`src/ip_address_classifier_core_macros.svh`:
```
// Assertion helpers shared by the RTL.
// They expect clk and rst to be visible where they are used.
`ifndef IP_ADDRESS_CLASSIFIER_CORE_MACROS_SVH
`define IP_ADDRESS_CLASSIFIER_CORE_MACROS_SVH

// Same-cycle implication, muted while rst is high.
`define IPAC_ASSERT_SAME(lbl, ante, cons, msg) \
  lbl: assert property (@(posedge clk) disable iff (rst) (ante) |-> (cons)) else $error(msg);

// Next-cycle implication, muted while rst is high.
`define IPAC_ASSERT_NEXT(lbl, ante, cons, msg) \
  lbl: assert property (@(posedge clk) disable iff (rst) (ante) |=> (cons)) else $error(msg);

`endif

```
`src/ipac_pkg.sv`:
```
`default_nettype none
package ipac_pkg;

  localparam int unsigned WORD_W   = 64;
  localparam int unsigned ADDR_W   = 128;
  localparam int unsigned V4_W     = 32;
  localparam int unsigned PLEN_W   = 8;
  localparam int unsigned CHUNK_W  = 16;
  localparam int unsigned CHUNKS   = ADDR_W / CHUNK_W;

  // Configuration register indexes
  typedef enum logic [1:0] {
    REG_NET_HI     = 2'd0,
    REG_NET_LO     = 2'd1,
    REG_NET_IS_V6  = 2'd2,
    REG_PREFIX_LEN = 2'd3
  } reg_idx_t;

  typedef struct packed {
    logic loopback;
    logic priv;
    logic link_local;
    logic multicast;
    logic bcast;
    logic any;
    logic reserved;
  } flags_t;

  // IPv4 first and second octet values
  localparam logic [7:0] OCT_ZERO      = 8'd0;
  localparam logic [7:0] OCT_TEN       = 8'd10;
  localparam logic [7:0] OCT_LOOPBACK  = 8'd127;
  localparam logic [7:0] OCT_169       = 8'd169;
  localparam logic [7:0] OCT_254       = 8'd254;
  localparam logic [7:0] OCT_172       = 8'd172;
  localparam logic [7:0] OCT_192       = 8'd192;
  localparam logic [7:0] OCT_168       = 8'd168;
  localparam logic [7:0] OCT_MCAST_LO  = 8'd224;
  localparam logic [7:0] OCT_MCAST_HI  = 8'd239;
  localparam logic [7:0] OCT_SHARED    = 8'd100;
  localparam logic [7:0] OCT_198       = 8'd198;
  localparam logic [7:0] OCT_BENCH_LO  = 8'd18;
  localparam logic [7:0] OCT_BENCH_HI  = 8'd19;
  localparam logic [7:0] OCT_203       = 8'd203;
  localparam logic [7:0] OCT_172_LO    = 8'd16;
  localparam logic [7:0] OCT_172_HI    = 8'd31;
  localparam logic [7:0] OCT_SHARED_LO = 8'd64;
  localparam logic [7:0] OCT_SHARED_HI = 8'd127;

  // IPv6 prefixes
  localparam logic [9:0] V6_LINK_LOCAL = 10'h3fa;
  localparam logic [7:0] V6_ULA_MASK   = 8'hfe;
  localparam logic [7:0] V6_ULA        = 8'hfc;
  localparam logic [7:0] V6_MCAST      = 8'hff;

endpackage
`default_nettype wire

```
`src/ipac_flags.sv`:
```
`default_nettype none
module ipac_flags (
  input  wire logic                         is_v6,
  input  wire logic [ipac_pkg::WORD_W-1:0]  addr_hi,
  input  wire logic [ipac_pkg::WORD_W-1:0]  addr_lo,
  output ipac_pkg::flags_t                  flags
);

  logic [7:0]               oct_a;
  logic [7:0]               oct_b;
  logic [7:0]               byte0;
  logic [ipac_pkg::V4_W-1:0] a4;
  ipac_pkg::flags_t         f4;
  ipac_pkg::flags_t         f6;

  assign a4    = addr_lo[ipac_pkg::V4_W-1:0];
  assign oct_a = a4[31:24];
  assign oct_b = a4[23:16];
  assign byte0 = addr_hi[63:56];

  always_comb begin
    f4.loopback   = (oct_a == ipac_pkg::OCT_LOOPBACK);
    f4.link_local = (oct_a == ipac_pkg::OCT_169) && (oct_b == ipac_pkg::OCT_254);
    f4.priv       = (oct_a == ipac_pkg::OCT_TEN)
                 || ((oct_a == ipac_pkg::OCT_192) && (oct_b == ipac_pkg::OCT_168))
                 || ((oct_a == ipac_pkg::OCT_172) && (oct_b >= ipac_pkg::OCT_172_LO)
                     && (oct_b <= ipac_pkg::OCT_172_HI))
                 || f4.link_local || f4.loopback;
    f4.multicast  = (oct_a >= ipac_pkg::OCT_MCAST_LO) && (oct_a <= ipac_pkg::OCT_MCAST_HI);
    f4.bcast      = &a4;
    f4.any        = ~|a4;
    f4.reserved   = (oct_a == ipac_pkg::OCT_ZERO) || (oct_a >= ipac_pkg::OCT_MCAST_LO)
                 || ((oct_a == ipac_pkg::OCT_SHARED) && (oct_b >= ipac_pkg::OCT_SHARED_LO)
                     && (oct_b <= ipac_pkg::OCT_SHARED_HI))
                 || ((oct_a == ipac_pkg::OCT_192) && (oct_b == ipac_pkg::OCT_ZERO))
                 || ((oct_a == ipac_pkg::OCT_198) && ((oct_b == ipac_pkg::OCT_BENCH_LO)
                     || (oct_b == ipac_pkg::OCT_BENCH_HI)))
                 || ((oct_a == ipac_pkg::OCT_203) && (oct_b == ipac_pkg::OCT_ZERO));
  end

  always_comb begin
    f6.loopback   = (~|addr_hi) && (addr_lo == 64'd1);
    f6.link_local = (addr_hi[63:54] == ipac_pkg::V6_LINK_LOCAL);
    f6.priv       = ((byte0 & ipac_pkg::V6_ULA_MASK) == ipac_pkg::V6_ULA) || f6.link_local;
    f6.multicast  = (byte0 == ipac_pkg::V6_MCAST);
    f6.bcast      = 1'b0;
    f6.any        = (~|addr_hi) && (~|addr_lo);
    f6.reserved   = 1'b0;
  end

  assign flags = is_v6 ? f6 : f4;

endmodule
`default_nettype wire

```
`src/ipac_mask.sv`:
```
`default_nettype none
module ipac_mask (
  input  wire logic                          is_v6,
  input  wire logic [ipac_pkg::PLEN_W-1:0]   prefix_len,
  input  wire logic [ipac_pkg::WORD_W-1:0]   addr_hi,
  input  wire logic [ipac_pkg::WORD_W-1:0]   addr_lo,
  output logic      [ipac_pkg::WORD_W-1:0]   masked_hi,
  output logic      [ipac_pkg::WORD_W-1:0]   masked_lo
);

  logic [ipac_pkg::ADDR_W-1:0] mask6;
  logic [ipac_pkg::V4_W-1:0]   mask4;

  // A shift of the full width or more empties the word, which clamps the length.
  assign mask6 = ~({ipac_pkg::ADDR_W{1'b1}} >> prefix_len);
  assign mask4 = ~({ipac_pkg::V4_W{1'b1}} >> prefix_len);

  always_comb begin
    if (is_v6) begin
      masked_hi = addr_hi & mask6[ipac_pkg::ADDR_W-1:ipac_pkg::WORD_W];
      masked_lo = addr_lo & mask6[ipac_pkg::WORD_W-1:0];
    end else begin
      masked_hi = '0;
      masked_lo = {{(ipac_pkg::WORD_W-ipac_pkg::V4_W){1'b0}},
                   addr_lo[ipac_pkg::V4_W-1:0] & mask4};
    end
  end

endmodule
`default_nettype wire

```
`src/ip_address_classifier_core.sv`:
```
// An accepted request passes register stages 1 to 4, the last being the output register.
// Throughput: one request per cycle while out_ready does not stall the output; four
// register stages each hold one request. A stage stalls only while it is full and
// the stage after it is full and not draining. Reset (rst, synchronous, active high)
// empties every stage and clears the configuration registers to zero.
`default_nettype none
`include "ip_address_classifier_core_macros.svh"
module ip_address_classifier_core (
  input  wire logic                         clk,
  input  wire logic                         rst,
  // configuration write port
  input  wire logic                         wr_en,
  input  wire logic [1:0]                   wr_index,
  input  wire logic [ipac_pkg::WORD_W-1:0]  wr_data,
  // request channel
  input  wire logic                         in_valid,
  output logic                              in_ready,
  input  wire logic                         is_v6,
  input  wire logic [ipac_pkg::WORD_W-1:0]  addr_hi,
  input  wire logic [ipac_pkg::WORD_W-1:0]  addr_lo,
  // result channel
  output logic                              out_valid,
  input  wire logic                         out_ready,
  output logic                              is_loopback,
  output logic                              is_private,
  output logic                              is_link_local,
  output logic                              is_multicast,
  output logic                              is_bcast,
  output logic                              is_any,
  output logic                              is_reserved,
  output logic                              prefix_match,
  output logic [ipac_pkg::WORD_W-1:0]       masked_hi,
  output logic [ipac_pkg::WORD_W-1:0]       masked_lo
);

  // ---------------------------------------------------------------------------
  // Configuration registers. The user must write them only while the pipeline is
  // empty (the block does not enforce this), so the stages read them directly.
  // ---------------------------------------------------------------------------
  logic [ipac_pkg::WORD_W-1:0] net_hi;
  logic [ipac_pkg::WORD_W-1:0] net_lo;
  logic                        net_is_v6;
  logic [ipac_pkg::PLEN_W-1:0] prefix_len;

  always_ff @(posedge clk) begin
    if (rst) begin
      net_hi     <= '0;
      net_lo     <= '0;
      net_is_v6  <= 1'b0;
      prefix_len <= '0;
    end else if (wr_en) begin
      unique case (ipac_pkg::reg_idx_t'(wr_index))
        ipac_pkg::REG_NET_HI:     net_hi     <= wr_data;
        ipac_pkg::REG_NET_LO:     net_lo     <= wr_data;
        ipac_pkg::REG_NET_IS_V6:  net_is_v6  <= wr_data[0];
        ipac_pkg::REG_PREFIX_LEN: prefix_len <= wr_data[ipac_pkg::PLEN_W-1:0];
        default: ;
      endcase
    end
  end

  // Reference network masked once, combinationally from the static registers.
  logic [ipac_pkg::WORD_W-1:0] net_m_hi;
  logic [ipac_pkg::WORD_W-1:0] net_m_lo;

  ipac_mask u_net_mask (
    .is_v6      (net_is_v6),
    .prefix_len (prefix_len),
    .addr_hi    (net_hi),
    .addr_lo    (net_lo),
    .masked_hi  (net_m_hi),
    .masked_lo  (net_m_lo)
  );

  // ---------------------------------------------------------------------------
  // Stage readiness: a stage takes new data when it is empty or its content
  // moves on in the same cycle. Valid bits travel with the data.
  // ---------------------------------------------------------------------------
  logic s1_valid;
  logic s2_valid;
  logic s3_valid;
  logic s1_ready;
  logic s2_ready;
  logic s3_ready;
  logic s4_ready;

  assign s4_ready = !out_valid || out_ready;
  assign s3_ready = !s3_valid  || s4_ready;
  assign s2_ready = !s2_valid  || s3_ready;
  assign s1_ready = !s1_valid  || s2_ready;
  assign in_ready = s1_ready;

  // ---------------------------------------------------------------------------
  // Stage 1: capture the request.
  // ---------------------------------------------------------------------------
  logic                        s1_v6;
  logic [ipac_pkg::WORD_W-1:0] s1_hi;
  logic [ipac_pkg::WORD_W-1:0] s1_lo;

  always_ff @(posedge clk) begin
    if (rst) begin
      s1_valid <= 1'b0;
    end else if (s1_ready) begin
      s1_valid <= in_valid;
    end
  end

  always_ff @(posedge clk) begin
    if (s1_ready && in_valid) begin
      s1_v6 <= is_v6;
      s1_hi <= addr_hi;
      s1_lo <= addr_lo;
    end
  end

  // ---------------------------------------------------------------------------
  // Stage 2: decode the class flags and mask the address to the prefix.
  // ---------------------------------------------------------------------------
  ipac_pkg::flags_t            s1_flags;
  logic [ipac_pkg::WORD_W-1:0] s1_m_hi;
  logic [ipac_pkg::WORD_W-1:0] s1_m_lo;

  ipac_flags u_flags (
    .is_v6   (s1_v6),
    .addr_hi (s1_hi),
    .addr_lo (s1_lo),
    .flags   (s1_flags)
  );

  ipac_mask u_addr_mask (
    .is_v6      (s1_v6),
    .prefix_len (prefix_len),
    .addr_hi    (s1_hi),
    .addr_lo    (s1_lo),
    .masked_hi  (s1_m_hi),
    .masked_lo  (s1_m_lo)
  );

  logic                        s2_v6;
  ipac_pkg::flags_t            s2_flags;
  logic [ipac_pkg::WORD_W-1:0] s2_m_hi;
  logic [ipac_pkg::WORD_W-1:0] s2_m_lo;

  always_ff @(posedge clk) begin
    if (rst) begin
      s2_valid <= 1'b0;
    end else if (s2_ready) begin
      s2_valid <= s1_valid;
    end
  end

  always_ff @(posedge clk) begin
    if (s2_ready && s1_valid) begin
      s2_v6    <= s1_v6;
      s2_flags <= s1_flags;
      s2_m_hi  <= s1_m_hi;
      s2_m_lo  <= s1_m_lo;
    end
  end

  // ---------------------------------------------------------------------------
  // Stage 3: compare against the masked network in 16-bit slices.
  // ---------------------------------------------------------------------------
  logic [ipac_pkg::ADDR_W-1:0] s2_addr_m;
  logic [ipac_pkg::ADDR_W-1:0] net_m;
  logic [ipac_pkg::CHUNKS-1:0] s2_eq;

  assign s2_addr_m = {s2_m_hi, s2_m_lo};
  assign net_m     = {net_m_hi, net_m_lo};

  always_comb begin
    for (int k = 0; k < ipac_pkg::CHUNKS; k++) begin
      s2_eq[k] = (s2_addr_m[k*ipac_pkg::CHUNK_W +: ipac_pkg::CHUNK_W]
               == net_m[k*ipac_pkg::CHUNK_W +: ipac_pkg::CHUNK_W]);
    end
  end

  logic                        s3_fam_eq;
  logic [ipac_pkg::CHUNKS-1:0] s3_eq;
  ipac_pkg::flags_t            s3_flags;
  logic [ipac_pkg::WORD_W-1:0] s3_m_hi;
  logic [ipac_pkg::WORD_W-1:0] s3_m_lo;

  always_ff @(posedge clk) begin
    if (rst) begin
      s3_valid <= 1'b0;
    end else if (s3_ready) begin
      s3_valid <= s2_valid;
    end
  end

  always_ff @(posedge clk) begin
    if (s3_ready && s2_valid) begin
      s3_fam_eq <= (s2_v6 == net_is_v6);
      s3_eq     <= s2_eq;
      s3_flags  <= s2_flags;
      s3_m_hi   <= s2_m_hi;
      s3_m_lo   <= s2_m_lo;
    end
  end

  // ---------------------------------------------------------------------------
  // Stage 4: reduce the slice compares and hold the result for the consumer.
  // ---------------------------------------------------------------------------
  ipac_pkg::flags_t out_flags;

  always_ff @(posedge clk) begin
    if (rst) begin
      out_valid <= 1'b0;
    end else if (s4_ready) begin
      out_valid <= s3_valid;
    end
  end

  always_ff @(posedge clk) begin
    if (s4_ready && s3_valid) begin
      out_flags    <= s3_flags;
      prefix_match <= s3_fam_eq && (&s3_eq);
      masked_hi    <= s3_m_hi;
      masked_lo    <= s3_m_lo;
    end
  end

  assign is_loopback   = out_flags.loopback;
  assign is_private    = out_flags.priv;
  assign is_link_local = out_flags.link_local;
  assign is_multicast  = out_flags.multicast;
  assign is_bcast      = out_flags.bcast;
  assign is_any        = out_flags.any;
  assign is_reserved   = out_flags.reserved;

  // ---------------------------------------------------------------------------
  // Checks
  // ---------------------------------------------------------------------------
  `IPAC_ASSERT_NEXT(a_accept_fills_s1, in_valid && in_ready, s1_valid, "accepted request lost at stage 1")
  `IPAC_ASSERT_NEXT(a_s3_hold, s3_valid && !s4_ready, s3_valid && $stable(s3_eq) && $stable(s3_fam_eq), "stage 3 changed while stalled")
  `IPAC_ASSERT_SAME(a_link_local_private, out_valid && is_link_local, is_private, "link-local result not marked private")
  `IPAC_ASSERT_SAME(a_bcast_v4, out_valid && is_bcast, is_reserved && (masked_hi == '0) && !is_any, "broadcast result inconsistent")

endmodule
`default_nettype wire

```
`config.mk`:
```
export PLATFORM = sky130hd
export DESIGN_NAME = ip_address_classifier_core
export DESIGN_NICKNAME = d
export VERILOG_FILES = /design/src/ipac_pkg.sv /design/src/ipac_flags.sv /design/src/ipac_mask.sv /design/src/ip_address_classifier_core.sv
export VERILOG_INCLUDE_DIRS = /design/src /design/src/src
export SDC_FILE = /design/constraint.sdc
export NUM_CORES = 1
export LEC_CHECK = 0
export CAP_MARGIN = 5
export CORE_ASPECT_RATIO = 1.5
export CORE_MARGIN = 3
export CORE_UTILIZATION = 62
export CTS_CLUSTER_DIAMETER = 60
export DETAILED_ROUTE_END_ITERATION = 6
export DONT_BUFFER_PORTS = 1
export PLACE_DENSITY = 0.81
export SYNTH_ARGS = -nofsm -noshare
export SYNTH_HDL_FRONTEND = slang
export SYNTH_HIERARCHICAL = 1
export SYNTH_SLANG_ARGS = --single-unit
```
`constraint.sdc`:
```
create_clock -name clk -period 18.15 [get_ports clk]
set_input_delay 3.63 -clock clk [delete_from_list [all_inputs] [get_ports clk]]
set_output_delay 3.63 -clock clk [all_outputs]
set_load 0.01 [all_outputs]
```
* After elaboration in Yosys (flattened, before gate mapping)
Index checks and enable logic that the tools add are counted.
Cells by class: shifts and indexed selects 2, reduce and logical (&&, ||, !) cells 51, eq/ne operators 28, bitwise operators 8, multiplexer cells 4, order comparisons 6
Operators with widths (count):
- AND 64 bit | 4
- == test 16 bit | 8
- two-way mux 64 bit | 2
- NOT 128 bit | 1
- OR reduction 64 bit | 2
- >> shifter 128 x 8 -> 128 bit (first input constant) | 1
- AND 32 bit | 2
- == test 64 x 1 -> 1 bit (second input constant) | 1
- == test 8 bit (second input constant) | 8
- two-way mux 32 bit | 1
- NOT 32 bit | 1
- AND reduction 32 bit | 1
- OR reduction 32 bit | 1
- >> shifter 32 x 8 -> 32 bit (first input constant) | 1
- logical AND 1 bit | 17
- == test 8 x 5 -> 1 bit (second input constant) | 2
- == test 8 x 7 -> 1 bit (second input constant) | 2
- zero test 8 bit | 2
- logical OR 1 bit | 15
- == test 10 bit (second input constant) | 1
- == test 8 x 4 -> 1 bit (second input constant) | 1
- greater-or-equal comparator 8 x 5 -> 1 bit (second input constant) | 1
- greater-or-equal comparator 8 x 7 -> 1 bit (second input constant) | 1
- greater-or-equal comparator 8 bit (second input constant) | 1
- 12 further kinds | 22
Storage, ports and cells: input bits 200, flip-flop bits (word level) 686

* Logic depth before layout (Yosys ltp)
depth after elaboration 8, depth in mapped cells 8, gate-level depth less buffers 6

* By module
Netlist, hierarchy kept.
Modules (own cells, without submodules):
- ip_address_classifier_core | cells an instance 1326, instances 1, area an instance 22686.8 sq um, seq. area each 19188.4 sq um
- ipac_mask | cells an instance 376, instances 2, area an instance 2047.0 sq um, seq. area each 0.0 sq um
- ipac_flags | cells an instance 103, instances 1, area an instance 639.4 sq um, seq. area each 0.0 sq um

* Worst setup path before layout
Ideal clock, no wire load.
path kind input -> register, start input port out_ready, end register s3_eq[0] (netlist bit) (enable), stages on the path 2, required time 17283 ps, library setup time 867 ps, setup slack 3156 ps, arrival time 14127 ps, cell sequence nor2b_1 a21boi_0
Between the ends: word-level cells in the longest chain between the ends 3
Ends and longest elaborated chain:
- from (decl) | line ip_address_classifier_core.sv:23 | input wire logic out_ready,
- logical OR 1 bit | line ip_address_classifier_core.sv:87 | assign s4_ready = !out_valid || out_ready;
- logical OR 1 bit | line ip_address_classifier_core.sv:88 | assign s3_ready = !s3_valid || s4_ready;
- logical AND 1 bit | line ip_address_classifier_core.sv:193 | if (s3_ready && s2_valid) begin
- to (signal assigned) | line ip_address_classifier_core.sv:195 | s3_eq <= s2_eq;
- to (decl) | line ip_address_classifier_core.sv:179 | logic [ipac_pkg::CHUNKS-1:0] s3_eq;
Every way passes these cells. A chain may end at the register's enable or synchronous reset.

* Final worst setup path
start input port out_ready, end output port in_ready
Between the ends: word-level cells in the longest chain between the ends 4
Ends and longest elaborated chain:
- logical OR 1 bit | line ip_address_classifier_core.sv:87
- logical OR 1 bit | line ip_address_classifier_core.sv:88
- logical OR 1 bit | line ip_address_classifier_core.sv:89 | assign s2_ready = !s2_valid || s3_ready;
- logical OR 1 bit | line ip_address_classifier_core.sv:90 | assign s1_ready = !s1_valid || s2_ready;
- to (decl) | line ip_address_classifier_core.sv:17 | output logic in_ready,
Every way passes these cells.

==> flow_summary.toml <==
[status]
status = "finished with violations"
violations = "design-rule violations"

[grt]
grt_max_degree = 142
grt_pass1_wl_um = 120000
grt_pass1_vias = 18000
antenna_found_initial = 3
globalRouteOverflowTotal = 0
track_usage = 0.354

[synth]
syn_avg_cell_area_um2 = 12.6
ys_seq_area_frac = 0.700
ys_ff_latch = 686
synthArstFlopShare = 0
synthCells = 2181
yosysWarnings = 6
synth_cell_type_count = 59
syn_nets = 2381
ys.flop_type = "edfxtp_1"
syn-cell-area_mm2 = 0.0274
synth_edf_count = 545

[worst_setup_path]
crit_path_end_kind = "primary output"
slowest_stage = "nor2b_1"
r2r_cells = 6
worstSetupStartpointType = "input pin"
crit_buf_inv = 0
worstPathArrival_ns = 4.67
path_delay_family = "simple AND/OR/NAND/NOR gates"
crit_fanout = 7
cpPeakStageDelay_ns = 0.68
path_cells = "nor2b_1 -> nand4_1"
path_class = "in -> out"
r2r-start = "net_is_v6"
r2r_setup_slack_ns = 14.29
required_ns = 14.52
rr_endpoint = "s3_eq[1]"

[placed_design]
portBuffers = 0
gp_congestion = 1.04
dp_hpwl_um = 60600
placed_area_mm2 = 0.0278

[clock_tree]
htreeDepth = 2
cts_buffers = 58
cts.sinks = 686
cts_setup_buffers = 0
cts_buffer_depth = 3
cts_hold_buf = 0
cts_tree = "done"
insertion_delay_ns = 0.61
cts_root_buf = "clkbuf_16"
clkTransAtPathRegs_ns = 0.06
cts_resized = 0

[floorplan]
die_h_um = 264
rows = 93
die-width_um = 178
io_pins = 338
start_util = 0.633
core_area_mm2 = 0.0433
die_area_mm2 = 0.0468

[routing]
drc_errors = 7
routedWlPerCell_um = 30.8
vias_per_cell = 6.75
final_antenna_net_count = 0
drt_wl_total_um = 85100
first_iter_violations = 3023
drtPass1Iterations = 7
num_vias = 18600

[pwr]
cellPowerDensity_mw_per_mm2 = 108
peakVddDrop_mv = 0.0952
p_leak_uw = 0.0101

[timing]
maxSlewViolCount = 0
finalSetupViolations = 0
min_period_ns = 8.30
worst_slew_pin_slew_ns = 1.18
timing.final.hold_violations = 0
relSlewSlack = 0.209
period_share = 0.457
finalSetupTns_ns = 0
finClkSkew_ns = 0.0226
fmax_mhz = 121
rsz0062_at_grt = "no"

[finish]
layout_commonest_cell = "edfxtp_1"
syn2layout_area_growth_pct = 8.53
drive_gt1_frac = 0.0759
mostFrequentLayoutCells = "edfxtp_1, nand2_1, a21oi_1, dfxtp_1, xnor2_1"
final_area_mm2 = 0.0298
finalNetCount = 2338

[worst_hold_path]
hold_path.class = "reg -> reg"
hold_path_depth = 0
min_from = "s3_m_hi[4]"
hold_end = "masked_hi[4]"

[run]
maxCapViolations = 0
registers in the layout, summed over array words and instances, names as in the netlist, 7 cells and up:
signal      cells
s1_hi          64
s3_eq           8
s3_m_hi        64
masked_hi      64
s2_m_lo        64
prefix_len      8
masked_lo      64
s1_lo          64
net_hi         64
s2_flags        7
s3_m_lo        64
s2_m_hi        64
net_lo         64
s3_flags        7
worst max-delay path by stage:
| stage | cells past startpoint | start | endpoint | slack [ns] |
|---|---|---|---|---|
| final | 2 | out_ready | in_ready | 9.85 |
| after global routing | 2 | out_ready | in_ready | 9.77 |
| after CTS | 2 | out_ready | in_ready | 9.81 |
| after detailed placement | 2 | out_ready | in_ready | 9.84 |
| after global placement | 2 | out_ready | in_ready | 9.98 |
| after floorplan | 2 | out_ready | s3_eq[0] | 3.16 |
synth_stat cells (all sizes together), types with 7 or more instances:
master    n  area share
nand4    58       0.013
o21ai    68       0.012
a21oi   266       0.049
and2     11      0.0025
o311a    14      0.0051
nand3    32      0.0062
nor2b     7      0.0016
a211oi    9      0.0028
clkbuf   68      0.0093
nor2     42      0.0061
o21a     36      0.0099
o211a    27      0.0099
mux2i     9      0.0033
nor4     48       0.013
nor3     19      0.0035
and3     67       0.015
nand2   419       0.057
a21o      8      0.0022
dfxtp   141        0.10
a31oi     9      0.0021
edfxtp  545        0.60
xnor2   129       0.041
buf      69       0.015
inv      21      0.0029
per-layer routing:
metal  wire, µm  vias to the layer above  GRT usage
met3       8200                      354     0.0642
met2      39300                     1471      0.554
met5          0                        -          0
met4       7620                        0      0.240
met1      30000                     8900      0.451
li1           -                     7903          -
power breakdown:
| group | total (µW) | switching [µW] | leakage, µW | internal [µW] |
|---|---|---|---|---|
| Sequential | 1820 | 55.6 | 0.00633 | 1760 |
| Clock | 1270 | 561 | 0.000950 | 708 |
| Combinational | 144 | 104 | 0.00287 | 40.5 |
kinds of logic after synthesis:
| logic type | Yosys count | share of synthesized area |
|---|---|---|
| XOR/XNOR | 129 | 0.0412 |
| AND/OR/NAND/NOR | 728 | 0.125 |
| buffers and inverters | 158 | 0.0269 |
| flip-flops | 686 | 0.700 |
| multiplexers | 9 | 0.00329 |
| AO/OA/AOI/OAI | 471 | 0.104 |
layout make-up:
cell class	count	area (µm²)
Antenna cell	3	7.51
Clock buffer	77	1590
Clock inverter	32	353
Fill cell	2967	13500
Inverter	21	78.8
Multi-Input combinational cell	1337	7560
Sequential cell	686	19200
Tap cell	570	713
Timing Repair Buffer	34	255
stage by stage:
| step | utilization | std cells | total power (µW) | hold slack (ns) | setup slack [ns] |
|---|---|---|---|---|---|
| floorplan | - | 2181 | 1930 | 0.400 | 3.16 |
| finish | 0.687 | 2760 | 3230 | 0.416 | 9.85 |
| global route | 0.687 | 2759 | 3310 | 0.425 | 9.77 |
| detailed placement | 0.642 | 2648 | 1990 | 0.405 | 9.84 |
| global placement | 0.642 | 2648 | 1980 | 0.402 | 9.98 |
| CTS | 0.687 | 2757 | 3230 | 0.419 | 9.81 |
(Power assumes the default switching activity.)
